[src/design/arq_pkg.sv]
`default_nettype none

package arq_pkg;

	// Sizes of the task table and of the CPU set.
	localparam int MAX_TASKS = 16;
	localparam int NUM_CPUS  = 2;

	// Field widths fixed by the interface.
	localparam int SLOT_W = 4;
	localparam int MASK_W = 2;

	// Queue position and queue length widths.
	localparam int IDX_W = $clog2(MAX_TASKS);
	localparam int LEN_W = $clog2(MAX_TASKS + 1);

	// Affinity after reset: every CPU allowed.
	localparam logic [7:0]          ALL_CPUS_MASK = 8'h03;
	localparam logic [NUM_CPUS-1:0] RESET_MASK    = ALL_CPUS_MASK[NUM_CPUS-1:0];

	typedef enum logic [1:0] {
		FUNC_ENQUEUE  = 2'd0,
		FUNC_REMOVE   = 2'd1,
		FUNC_SET_MASK = 2'd2,
		FUNC_SCHEDULE = 2'd3
	} func_t;

	typedef enum logic [1:0] {
		ST_IDLE,
		ST_EXEC,
		ST_SCAN,
		ST_DONE
	} state_t;

	typedef struct packed {
		func_t             func;
		logic [SLOT_W-1:0] task_slot;
		logic [MASK_W-1:0] new_mask;
		logic              cpu_index;
		logic              prev_is_task;
		logic              prev_running;
	} arq_in_t;

	typedef struct packed {
		logic [SLOT_W-1:0] chosen_slot;
		logic              chose_idle;
		logic              ignored;
	} arq_out_t;

	// Finished result handed from the sequencer to the output register.
	typedef struct packed {
		logic     valid;
		arq_out_t result;
	} arq_done_t;

	// Port signals of the queue order memory.
	typedef struct packed {
		logic              we;
		logic [IDX_W-1:0]  waddr;
		logic [SLOT_W-1:0] wdata;
		logic [IDX_W-1:0]  raddr;
	} arq_ram_req_t;

endpackage

`default_nettype wire

[src/design/arq_ram.sv]
`default_nettype none

module arq_ram #(
	parameter int WIDTH = 4,
	parameter int DEPTH = 16
) (
	input  wire logic                     clk,
	input  wire logic                     we,
	input  wire logic [$clog2(DEPTH)-1:0] waddr,
	input  wire logic [WIDTH-1:0]         wdata,
	input  wire logic [$clog2(DEPTH)-1:0] raddr,
	output logic      [WIDTH-1:0]         rdata
);

	logic [WIDTH-1:0] mem_q [DEPTH];

	// One write port and one registered read port.
	always_ff @(posedge clk) begin
		if (we) begin
			mem_q[waddr] <= wdata;
		end
		rdata <= mem_q[raddr];
	end

endmodule

`default_nettype wire

[src/design/arq_seq.sv]
`default_nettype none

module arq_seq (
	input  wire logic                          clk,
	input  wire logic                          arst_n,
	input  wire logic                          start,
	input  wire arq_pkg::arq_in_t              start_item,
	input  wire logic                          out_free,
	input  wire logic [arq_pkg::SLOT_W-1:0]    ram_rdata,
	output arq_pkg::arq_ram_req_t              ram_req,
	output logic                               busy,
	output arq_pkg::arq_done_t                 done
);

	import arq_pkg::*;

	state_t            state_q, state_d;
	arq_in_t           item_q;
	logic [LEN_W-1:0]  len_q;
	logic [MAX_TASKS-1:0] in_queue_q;
	logic [NUM_CPUS-1:0]  affinity_q [MAX_TASKS];
	logic [LEN_W-1:0]  rd_q;
	logic              valid_s1;
	logic [IDX_W-1:0]  pos_s1;
	logic              found_q;
	logic [SLOT_W-1:0] chosen_q;
	logic              ign_q;

	logic             slot_ok;
	logic [IDX_W-1:0] slot_idx;
	logic             queued;
	logic             requeue;
	logic             push;
	logic             ign_exec;
	logic             cpu_ok;
	logic             scan_go;
	logic             issue;
	logic             hit;
	logic             scan_end;
	logic [IDX_W-1:0] data_idx;

	// Decode of the captured item.
	always_comb begin
		slot_ok  = {1'b0, item_q.task_slot} < LEN_W'(MAX_TASKS);
		slot_idx = item_q.task_slot[IDX_W-1:0];
		queued   = in_queue_q[slot_idx];
		requeue  = (item_q.func == FUNC_SCHEDULE) && item_q.prev_is_task
			&& item_q.prev_running && slot_ok;
		push     = ((item_q.func == FUNC_ENQUEUE && slot_ok) || requeue) && !queued
			&& (len_q < LEN_W'(MAX_TASKS));
		ign_exec = (item_q.func == FUNC_ENQUEUE && (!slot_ok || queued))
			|| (item_q.func == FUNC_REMOVE && (!slot_ok || !queued))
			|| (requeue && queued);
		cpu_ok   = 32'(item_q.cpu_index) < NUM_CPUS;
		scan_go  = (item_q.func == FUNC_REMOVE && slot_ok && queued)
			|| (item_q.func == FUNC_SCHEDULE && cpu_ok);
	end

	// Scan: one read per cycle, data checked in the cycle after its read.
	always_comb begin
		issue    = (state_q == ST_SCAN) && (rd_q < len_q);
		data_idx = ram_rdata[IDX_W-1:0];
		if (item_q.func == FUNC_REMOVE) begin
			hit = valid_s1 && !found_q && (ram_rdata == item_q.task_slot);
		end else begin
			hit = valid_s1 && !found_q && affinity_q[data_idx][item_q.cpu_index];
		end
		scan_end = !issue && !valid_s1;
	end

	// Next state.
	always_comb begin
		state_d = state_q;
		case (state_q)
			ST_IDLE: begin
				if (start) begin
					state_d = ST_EXEC;
				end
			end
			ST_EXEC: begin
				state_d = scan_go ? ST_SCAN : ST_DONE;
			end
			ST_SCAN: begin
				if (scan_end) begin
					state_d = ST_DONE;
				end
			end
			ST_DONE: begin
				if (out_free) begin
					state_d = ST_IDLE;
				end
			end
			default: begin
				state_d = ST_IDLE;
			end
		endcase
	end

	// Outputs: memory port, busy flag and the finished result.
	always_comb begin
		ram_req       = '0;
		ram_req.raddr = rd_q[IDX_W-1:0];
		done          = '0;
		busy          = 1'b1;
		case (state_q)
			ST_IDLE: begin
				busy = 1'b0;
			end
			ST_EXEC: begin
				// Append at the tail.
				ram_req.we    = push;
				ram_req.waddr = len_q[IDX_W-1:0];
				ram_req.wdata = item_q.task_slot;
			end
			ST_SCAN: begin
				// Entries behind the taken one move down by one place.
				ram_req.we    = valid_s1 && found_q;
				ram_req.waddr = pos_s1 - IDX_W'(1);
				ram_req.wdata = ram_rdata;
			end
			ST_DONE: begin
				done.valid = out_free;
				if (item_q.func == FUNC_SCHEDULE) begin
					done.result.chosen_slot = found_q ? chosen_q : '0;
					done.result.chose_idle  = !found_q;
				end
				done.result.ignored = ign_q;
			end
			default: begin
				busy = 1'b1;
			end
		endcase
	end

	// Control state and the queue bookkeeping.
	always_ff @(posedge clk or negedge arst_n) begin
		if (!arst_n) begin
			state_q    <= ST_IDLE;
			len_q      <= '0;
			in_queue_q <= '0;
			rd_q       <= '0;
			valid_s1   <= 1'b0;
			found_q    <= 1'b0;
			for (int i = 0; i < MAX_TASKS; i++) begin
				affinity_q[i] <= RESET_MASK;
			end
		end else begin
			state_q  <= state_d;
			valid_s1 <= issue;
			if (issue) begin
				rd_q <= rd_q + LEN_W'(1);
			end
			if (state_q == ST_EXEC) begin
				rd_q    <= '0;
				found_q <= 1'b0;
				if (push) begin
					len_q                <= len_q + LEN_W'(1);
					in_queue_q[slot_idx] <= 1'b1;
				end
				if (item_q.func == FUNC_SET_MASK && slot_ok) begin
					affinity_q[slot_idx] <= item_q.new_mask[NUM_CPUS-1:0];
				end
			end
			if (hit) begin
				found_q              <= 1'b1;
				in_queue_q[data_idx] <= 1'b0;
			end
			if (state_q == ST_SCAN && scan_end && found_q) begin
				len_q <= len_q - LEN_W'(1);
			end
		end
	end

	// Item capture and the payload of the pending result.
	always_ff @(posedge clk) begin
		if (start && state_q == ST_IDLE) begin
			item_q <= start_item;
		end
		if (state_q == ST_EXEC) begin
			ign_q <= ign_exec;
		end
		if (hit) begin
			chosen_q <= ram_rdata;
		end
		pos_s1 <= rd_q[IDX_W-1:0];
	end

	a_len_bound: assert property (@(posedge clk) disable iff (!arst_n)
		len_q <= LEN_W'(MAX_TASKS))
		else $error("queue length above table size");

	a_count_match: assert property (@(posedge clk) disable iff (!arst_n)
		(state_q == ST_IDLE) |-> ($countones(in_queue_q) == 32'(len_q)))
		else $error("queued flags disagree with queue length");

	a_done_free: assert property (@(posedge clk) disable iff (!arst_n)
		done.valid |-> out_free)
		else $error("result finished while output register full");

	a_read_in_range: assert property (@(posedge clk) disable iff (!arst_n)
		valid_s1 |-> ({1'b0, pos_s1} < len_q))
		else $error("scan read beyond queue tail");

	a_idle_zero: assert property (@(posedge clk) disable iff (!arst_n)
		(done.valid && done.result.chose_idle) |-> (done.result.chosen_slot == '0))
		else $error("idle pick with nonzero slot");

endmodule

`default_nettype wire

[src/design/affinity_ready_queue_unit.sv]
// Affinity ready queue: a FIFO of task slots with a CPU affinity mask per slot.
// Request channel (req_valid, req_ready, req_item) carries one command: enqueue,
// remove, set affinity mask, or schedule for one CPU. Response channel
// (rsp_valid, rsp_ready, rsp_item) returns exactly one result per request.
// A command is taken only while the sequencer is idle; one request at a time.
// Enqueue, set mask and ignored removals pass from the execute state to the
// done state, after which the result is registered and the next request can
// transfer. Remove and schedule walk the queue order memory in a scan state,
// one entry per cycle through its single read port, so their time grows with
// the queue length, up to 16 queued slots; a schedule on an empty queue passes
// through the scan state without a read.
// The result sits in an output register; a new request is accepted while it
// waits, and the sequencer only holds its next result when that register is
// still full and rsp_ready stays low.
// Reset (arst_n low) empties the queue and sets every mask to all CPUs; the
// queue order memory needs no clearing since only entries below the length
// are read.
`default_nettype none

module affinity_ready_queue_unit (
	input  wire logic              clk,
	input  wire logic              arst_n,
	input  wire logic              req_valid,
	output logic                   req_ready,
	input  wire arq_pkg::arq_in_t  req_item,
	output logic                   rsp_valid,
	input  wire logic              rsp_ready,
	output arq_pkg::arq_out_t      rsp_item
);

	import arq_pkg::*;

	arq_ram_req_t      ram_req;
	logic [SLOT_W-1:0] ram_rdata;
	logic              busy;
	arq_done_t         done;
	logic              start;
	logic              out_free;
	logic              rsp_valid_q;
	arq_out_t          rsp_item_q;

	// Handshake glue.
	assign req_ready = !busy;
	assign start     = req_valid && req_ready;
	assign out_free  = !rsp_valid_q || rsp_ready;

	// Queue order memory.
	arq_ram #(
		.WIDTH(SLOT_W),
		.DEPTH(MAX_TASKS)
	) u_order (
		.clk  (clk),
		.we   (ram_req.we),
		.waddr(ram_req.waddr),
		.wdata(ram_req.wdata),
		.raddr(ram_req.raddr),
		.rdata(ram_rdata)
	);

	// Command sequencer.
	arq_seq u_seq (
		.clk       (clk),
		.arst_n    (arst_n),
		.start     (start),
		.start_item(req_item),
		.out_free  (out_free),
		.ram_rdata (ram_rdata),
		.ram_req   (ram_req),
		.busy      (busy),
		.done      (done)
	);

	// Output register: holds a result until its transfer.
	always_ff @(posedge clk or negedge arst_n) begin
		if (!arst_n) begin
			rsp_valid_q <= 1'b0;
		end else if (done.valid) begin
			rsp_valid_q <= 1'b1;
		end else if (rsp_ready) begin
			rsp_valid_q <= 1'b0;
		end
	end

	always_ff @(posedge clk) begin
		if (done.valid) begin
			rsp_item_q <= done.result;
		end
	end

	assign rsp_valid = rsp_valid_q;
	assign rsp_item  = rsp_item_q;

endmodule

`default_nettype wire
[config.mk]
export PLATFORM = sky130hd
export DESIGN_NAME = affinity_ready_queue_unit
export DESIGN_NICKNAME = d
export VERILOG_FILES = /design/src/design/arq_pkg.sv /design/src/design/arq_ram.sv /design/src/design/arq_seq.sv /design/src/design/affinity_ready_queue_unit.sv
export SDC_FILE = /design/constraint.sdc
export NUM_CORES = 1
export LEC_CHECK = 0
export ABC_CLOCK_PERIOD_IN_PS = 7900
export BUFFER_PORTS_ARGS = -buffer_cell sky130_fd_sc_hd__buf_2
export CORE_MARGIN = 3
export CORE_UTILIZATION = 25
export DETAILED_ROUTE_END_ITERATION = 8
export SYNTH_ARGS = -nofsm -noshare
export SYNTH_HDL_FRONTEND = slang
export SYNTH_SLANG_ARGS = --single-unit
[constraint.sdc]
create_clock -name clk -period 7.9 [get_ports clk]
set_input_delay 0.395 -clock clk [delete_from_list [all_inputs] [get_ports clk]]
set_output_delay 0.395 -clock clk [all_outputs]
set_load 0.005 [all_outputs]
# Word-level counts from Yosys, hierarchy flattened

Memories as Yosys holds them, arrays and structs flattened. A register that Yosys moved wholly into a read port is not among the register bits.
Cells that the tools add are included.

Add/subtract/negate cells: 4
Magnitude comparators: 10
Equal/unequal tests: 10
Mux-type cells: 38
Bitwise logic cells: 5
Reduce and logical (&&, ||, !) cells: 43

Operators by type and width:

| kind                                                                         | number |
|---|---|
| 16-bit 2-to-1 mux                                                            | 3 |
| 32-bit bitwise mux                                                           | 1 |
| 5-bit 2-to-1 mux                                                             | 6 |
| 1-bit logical AND                                                            | 21 |
| 9-bit case mux with 2 select lines                                           | 1 |
| 16-bit AND                                                                   | 1 |
| 16-bit NOT                                                                   | 1 |
| 16-bit OR                                                                    | 1 |
| 1-bit 2-to-1 mux                                                             | 13 |
| 2-bit 2-to-1 mux                                                             | 6 |
| 5-bit by 1-bit adder with 5-bit output, second input constant                | 2 |
| 5-bit >= comparator, second input constant                                   | 2 |
| 4-bit by 5-bit less-than comparator with 1-bit output, second input constant | 2 |
| 4-bit NOT with 5-bit output                                                  | 2 |
| 2-bit nonzero test                                                           | 5 |
| 2-bit binary-select mux with 4-bit select                                    | 1 |
| 1-bit demux with 4-bit select                                                | 2 |
| 2-bit demux with 4-bit select                                                | 1 |
| 2-bit == test, second input constant                                         | 4 |
| 4-bit by 1-bit >= comparator with 1-bit output, second input constant        | 2 |
| 2-bit case mux with 4 select lines                                           | 1 |
| 7-bit 2-to-1 mux                                                             | 1 |
| 2-bit by 1-bit != test with 1-bit output, second input constant              | 3 |
| 2-bit AND reduction                                                          | 3 |
| other kinds (14)                                                             | 25 |

Bits in registers: 89
Bits in writable memories: 64
Output and inout bits: 8
Memories: 1

Memory list:

| name          | depth | bits a word | rd ports | clocked after Yosys merged registers in | write ports | RTL line      | RTL |
|---|---|---|---|---|---|---|---|
| u_order.mem_q | 16    | 4           | 1        | 1                                       | 1           | arq_ram.sv:15 | `logic [WIDTH-1:0] mem_q [DEPTH];` |

# Depth between registers and ports, before layout

Word-level depth: 10
Mapped depth: 12

# Hierarchy

Synthesis repeated with hierarchy kept, for this count alone.

Cell total of the unflattened synthesis: 534
Area, all modules: 7,378.3 um^2

Modules (own cells, without submodules):

| module                    | times used | cells an instance | area an instance (um^2) | sequential area each (um^2) |
|---|---|---|---|---|
| arq_seq                   | 1          | 393               | 4,474.3                 | 2,152.1 |
| arq_ram                   | 1          | 130               | 2,666.3                 | 2,001.9 |
| affinity_ready_queue_unit | 1          | 11                | 237.7                   | 205.2 |

# Worst setup path after synthesis

OpenSTA, ideal clock, no wires.

Path type: reg2reg
Start: reg u_seq.len_q[1]
End: reg u_seq.len_q[4]
Library setup time: 0.121 ns
Arrival time: 2.408 ns
Required time: 7.779 ns
Path slack: 5.370 ns
Cell stages (with the launch flop): 12
Buffers on the path: 0
Cells stage by stage: dfrtp_1 > inv_1 > ha_1 > nand2_1 > o21ai_1 > a31oi_4 > nor4_4 > ha_1 > a21o_1 > a21oi_1 > and3_1 > o21ai_2

Longest elaborated chain between the ends: 8
Elaborated cells between the ends (all ways): 16

Ends and longest elaborated chain:

| item                                 | RTL line       | RTL |
|---|---|---|
| from (decl)                          | arq_seq.sv:19  | `logic [LEN_W-1:0] len_q;` |
| from (signal assigned)               | arq_seq.sv:157 | `len_q <= len_q + LEN_W'(1);` |
| from (signal assigned)               | arq_seq.sv:169 | `len_q <= len_q - LEN_W'(1);` |
| 5-bit less-than comparator *         | arq_seq.sv:61  | `issue = (state_q == ST_SCAN) && (rd_q < len_q);` |
| 1-bit logical AND *                  | arq_seq.sv:61  |  |
| net u_seq.issue                      | arq_seq.sv:37  | `logic issue;` |
| 1-bit logical NOT *                  | arq_seq.sv:68  | `scan_end = !issue && !valid_s1;` |
| 1-bit logical AND *                  | arq_seq.sv:68  |  |
| 1-bit logical AND * (2 in a row)     | arq_seq.sv:168 | `if (state_q == ST_SCAN && scan_end && found_q) begin` |
| 2-bit nonzero test (no source line)  | -              |  |
| 2-bit AND reduction (no source line) | -              |  |

The timed path passes the listed nets; every way through them passes the cells marked *. The select of a mux whose other input is x is not followed.
A chain may end at the register's enable or synchronous reset.

# Worst setup path in the final report

Start: reg u_seq.rd_q[1]
End: reg u_seq.len_q[4]

Longest elaborated chain between the ends: 8
Elaborated cells between the ends (all ways): 10

Ends and longest elaborated chain:

| item                                 | RTL line       | RTL |
|---|---|---|
| from (decl)                          | arq_seq.sv:22  | `logic [LEN_W-1:0] rd_q;` |
| from (signal assigned)               | arq_seq.sv:151 | `rd_q <= rd_q + LEN_W'(1);` |
| 5-bit less-than comparator *         | arq_seq.sv:61  |  |
| 1-bit logical AND *                  | arq_seq.sv:61  |  |
| net u_seq.issue                      | arq_seq.sv:37  |  |
| 1-bit logical NOT *                  | arq_seq.sv:68  |  |
| 1-bit logical AND *                  | arq_seq.sv:68  |  |
| 1-bit logical AND * (2 in a row)     | arq_seq.sv:168 |  |
| 2-bit nonzero test (no source line)  | -              |  |
| 2-bit AND reduction (no source line) | -              |  |

The timed path passes the listed nets; every way through them passes the cells marked *.

==> results.ini <==
[clocking]
clockBufferDepth=2
cts_hold_buf=0
cts_sinks=157
cts_buffers=17
clock_latency_ns=0.44
tritoncts=yes
cts.htree.levels=4
clk_pin_slew_ns=0.08
post_cts_buffers=0
cts_resized=0
clockRootBuffer=clkbuf_16

[detailed_routing]
drc_errors=0
wl_per_cell_microns=17.16
drt_iter0_drc=343
wl_microns=15680
viasPerCell=4.643
vias=4244
final_antenna_net_count=0
dr.pass1.iters=5

[floorplan]
die_h_microns=175.6
dieArea_sq_um=30840
fp.coreArea_sq_um=28090
fp.dieW_microns=175.6
initial_core_util_pct=25.61
row_count=61
io_pins=23

[final_layout]
nets=552
diodes=0
area_growth_pct=15.80
drive_above_1_share_pct=31.34

[sta]
fin_skew_ns=0.02224
worst_slack_ns=4.665
slew_viol_final=0
max_clock_freq_mhz=309.1
setup_tns_ns=0
tightest_slew_ns=1.166
hold_viol=0
slew_headroom_pct=22.11
post-route-period-util_pct=40.95
rsz0062_at_grt=false
period_minus_slack_ns=3.235
setup-violations-final=0

[placed_design]
dp_slack_ns=4.654
dp_hpwl_microns=10660
place_congestion=0.8049
numPortBuffers=22

[global_route]
grt_pass1_wl_microns=25140
antenna_found_initial=0
grt_max_degree=64
grt-ovfl-total=0
grt_usage_pct=10.57
first_global_vias=4380

[hold_path]
hp-class=in -> reg
holdPathStages=1

[pwr]
powerDensity_nw_per_um2=356.0
cellLeakagePower_nw=3.046
ir_worst_vdd_mv=0.1648

[yosys]
synth-seq-cells=157
synthCells=503
ys_top_cells_by_area=edfxtp_1, dfstp_2, dfrtp_1
syn_nets=532
synth_top_area_share_pct=35.91
post-synth-top-area-cell=edfxtp_1
synthArstFlopShare_pct=40.13
synth-main-ff-cell=edfxtp_1
synth_edf_count=86
syn-cell-area_sq_um=7192
ys_seq_area_share_pct=60.61
syn_area_per_cell_sq_um=14.30
ys_warn_count=0
synth_cell_types=56

[flow_run]
max_cap_viol_count=0

[setup_path]
cp-start-kind=flip-flop
arrival_ns=3.55
reg2reg_depth=10
cp_max_fo=21
critPathCaptureType=flip-flop
required_ns=8.22
critPathKind=reg -> reg

[outcome]
status=complete, no violations

sequential cells by signal, indices dropped and copies added (netlist names), 5 cells and up:
register and count:
u_seq.len_q 5, u_seq.rd_q 5, u_order.mem_q 64, u_seq.affinity_q 32, rsp_item 6, u_seq.item_q 7
u_seq.in_queue_q 16
cell type report:
class | count | area, sq um
well taps | 378 | 473.0
clock buffers | 17 | 425.4
fillers | 2870 | 19760
flip-flops and latches | 157 | 4359
inverters | 15 | 56.30
repair buffers | 27 | 147.6
multi-input cells | 305 | 2648
clock inverters | 15 | 219.0
final timing paths:
check	start	endpoint	slack (ns)
hold / removal	req_item[8]	u_seq.slot_idx[3]$_DFFE_PP_	0.14
setup / recovery	u_seq.rd_q[1]$_DFFE_PN0P_	u_seq.len_q[4]$_DFFE_PN0P_	4.67
max in group asynchronous	arst_n	u_seq.in_queue_q[14]$_DFF_PN0_	7.22
hold reg to reg	u_seq.chosen_q[3]$_DFFE_PP_	rsp_item[5]$_SDFFCE_PN0P_	0.51
setup reg to reg	u_seq.rd_q[1]$_DFFE_PN0P_	u_seq.len_q[4]$_DFFE_PN0P_	4.67
min in group asynchronous	arst_n	u_seq.in_queue_q[8]$_DFF_PN0_	0.15
per-stage QoR:
| step | util (%) | total power, mW | cell area, sq um | hold WS, ns | instances |
|---|---|---|---|---|---|
| finish | 29.65 | 2.965 | 8328 | 0.1358 | 914 |
| global route | 29.65 | 3.128 | 8328 | 0.1182 | 914 |
| CTS | 29.65 | 2.990 | 8328 | 0.1199 | 914 |
| detailed placement | 27.36 | 2.120 | 7684 | 0.5026 | 882 |
| global placement | 27.36 | 2.105 | 7684 | 0.5004 | 882 |
| floorplan | - | 1.861 | 7192 | 0.09941 | 503 |
synth_stat cells (7+ instances only):
master    number
nor2b_1        8
dfxtp_1        8
nor2_1        37
a22oi_1        9
o21ai_0       15
nand2_1       22
dfstp_2       32
a21oi_1       38
mux4_2        28
ha_1          13
dfrtp_1       31
inv_1         15
edfxtp_1      86
mux2_2        37
clkbuf_1      14
xnor2_1        7
nand3_1       10
nor3_1        11
and2_1         9
per-layer routing:
layer / track usage (%) / vias up / wire (microns)
li1: - / 1940 / -
met1: 14.07 / 2170 / 7281
met2: 16.93 / 110 / 7454
met3: 2.767 / 24 / 662
met4: 3.266 / 0 / 285
met5: 0 / - / 0
layout by cell type, fill, tap and decap left out, types with 2 or more instances in the layout:
cell type	n
xor2_1	6
nor4_1	2
mux4_2	28
nand4_1	4
inv_6	2
nor2_1	37
nand3b_1	2
nand2_2	2
mux2i_1	5
mux2_2	37
dfxtp_1	8
dfstp_2	32
inv_1	15
o21ai_2	2
mux4_1	4
nor3_1	11
and2_1	9
clkbuf_16	17
a21oi_1	38
nand2b_1	4
ha_1	13
clkinv_8	7
nor4b_1	2
dfrtp_1	31
and3_1	4
edfxtp_1	86
o21ai_0	15
a22oi_2	2
buf_2	22
a21o_1	2
nand3_1	10
a22oi_1	9
nor2b_1	8
buf_4	5
nand2_1	22
a211o_1	2
inv_8	2
inv_12	4
xnor2_1	7
where the power goes:
part           switching [mW]  internal (mW)
combinational           0.467          0.356
sequential              0.157           1.12
clock                   0.421          0.443
total                    1.04           1.92
cells by family (layout without fill, tap and decap cells):
logic type | Yosys count | count (layout) | synth area share [%]
compound gates | 80 | 80 | 7.081
xor+xnor | 13 | 13 | 1.583
fa+ha+maj | 14 | 14 | 2.540
buf+inv | 41 | 74 | 2.575
flops | 157 | 157 | 60.61
mux | 74 | 74 | 16.72
simple gates | 124 | 124 | 8.890
worst max-delay path, cell delays in order (launching register included):
cell     delay (ns)
dfrtp_1        0.72
ha_1           0.46
nand2_1        0.05
o21ai_1        0.21
a31oi_4        0.19
nor4_4         0.46
ha_1           0.37
a21o_1         0.20
a21oi_1        0.22
and3_1         0.20
o21ai_2        0.05
(Power assumes the default switching activity.)
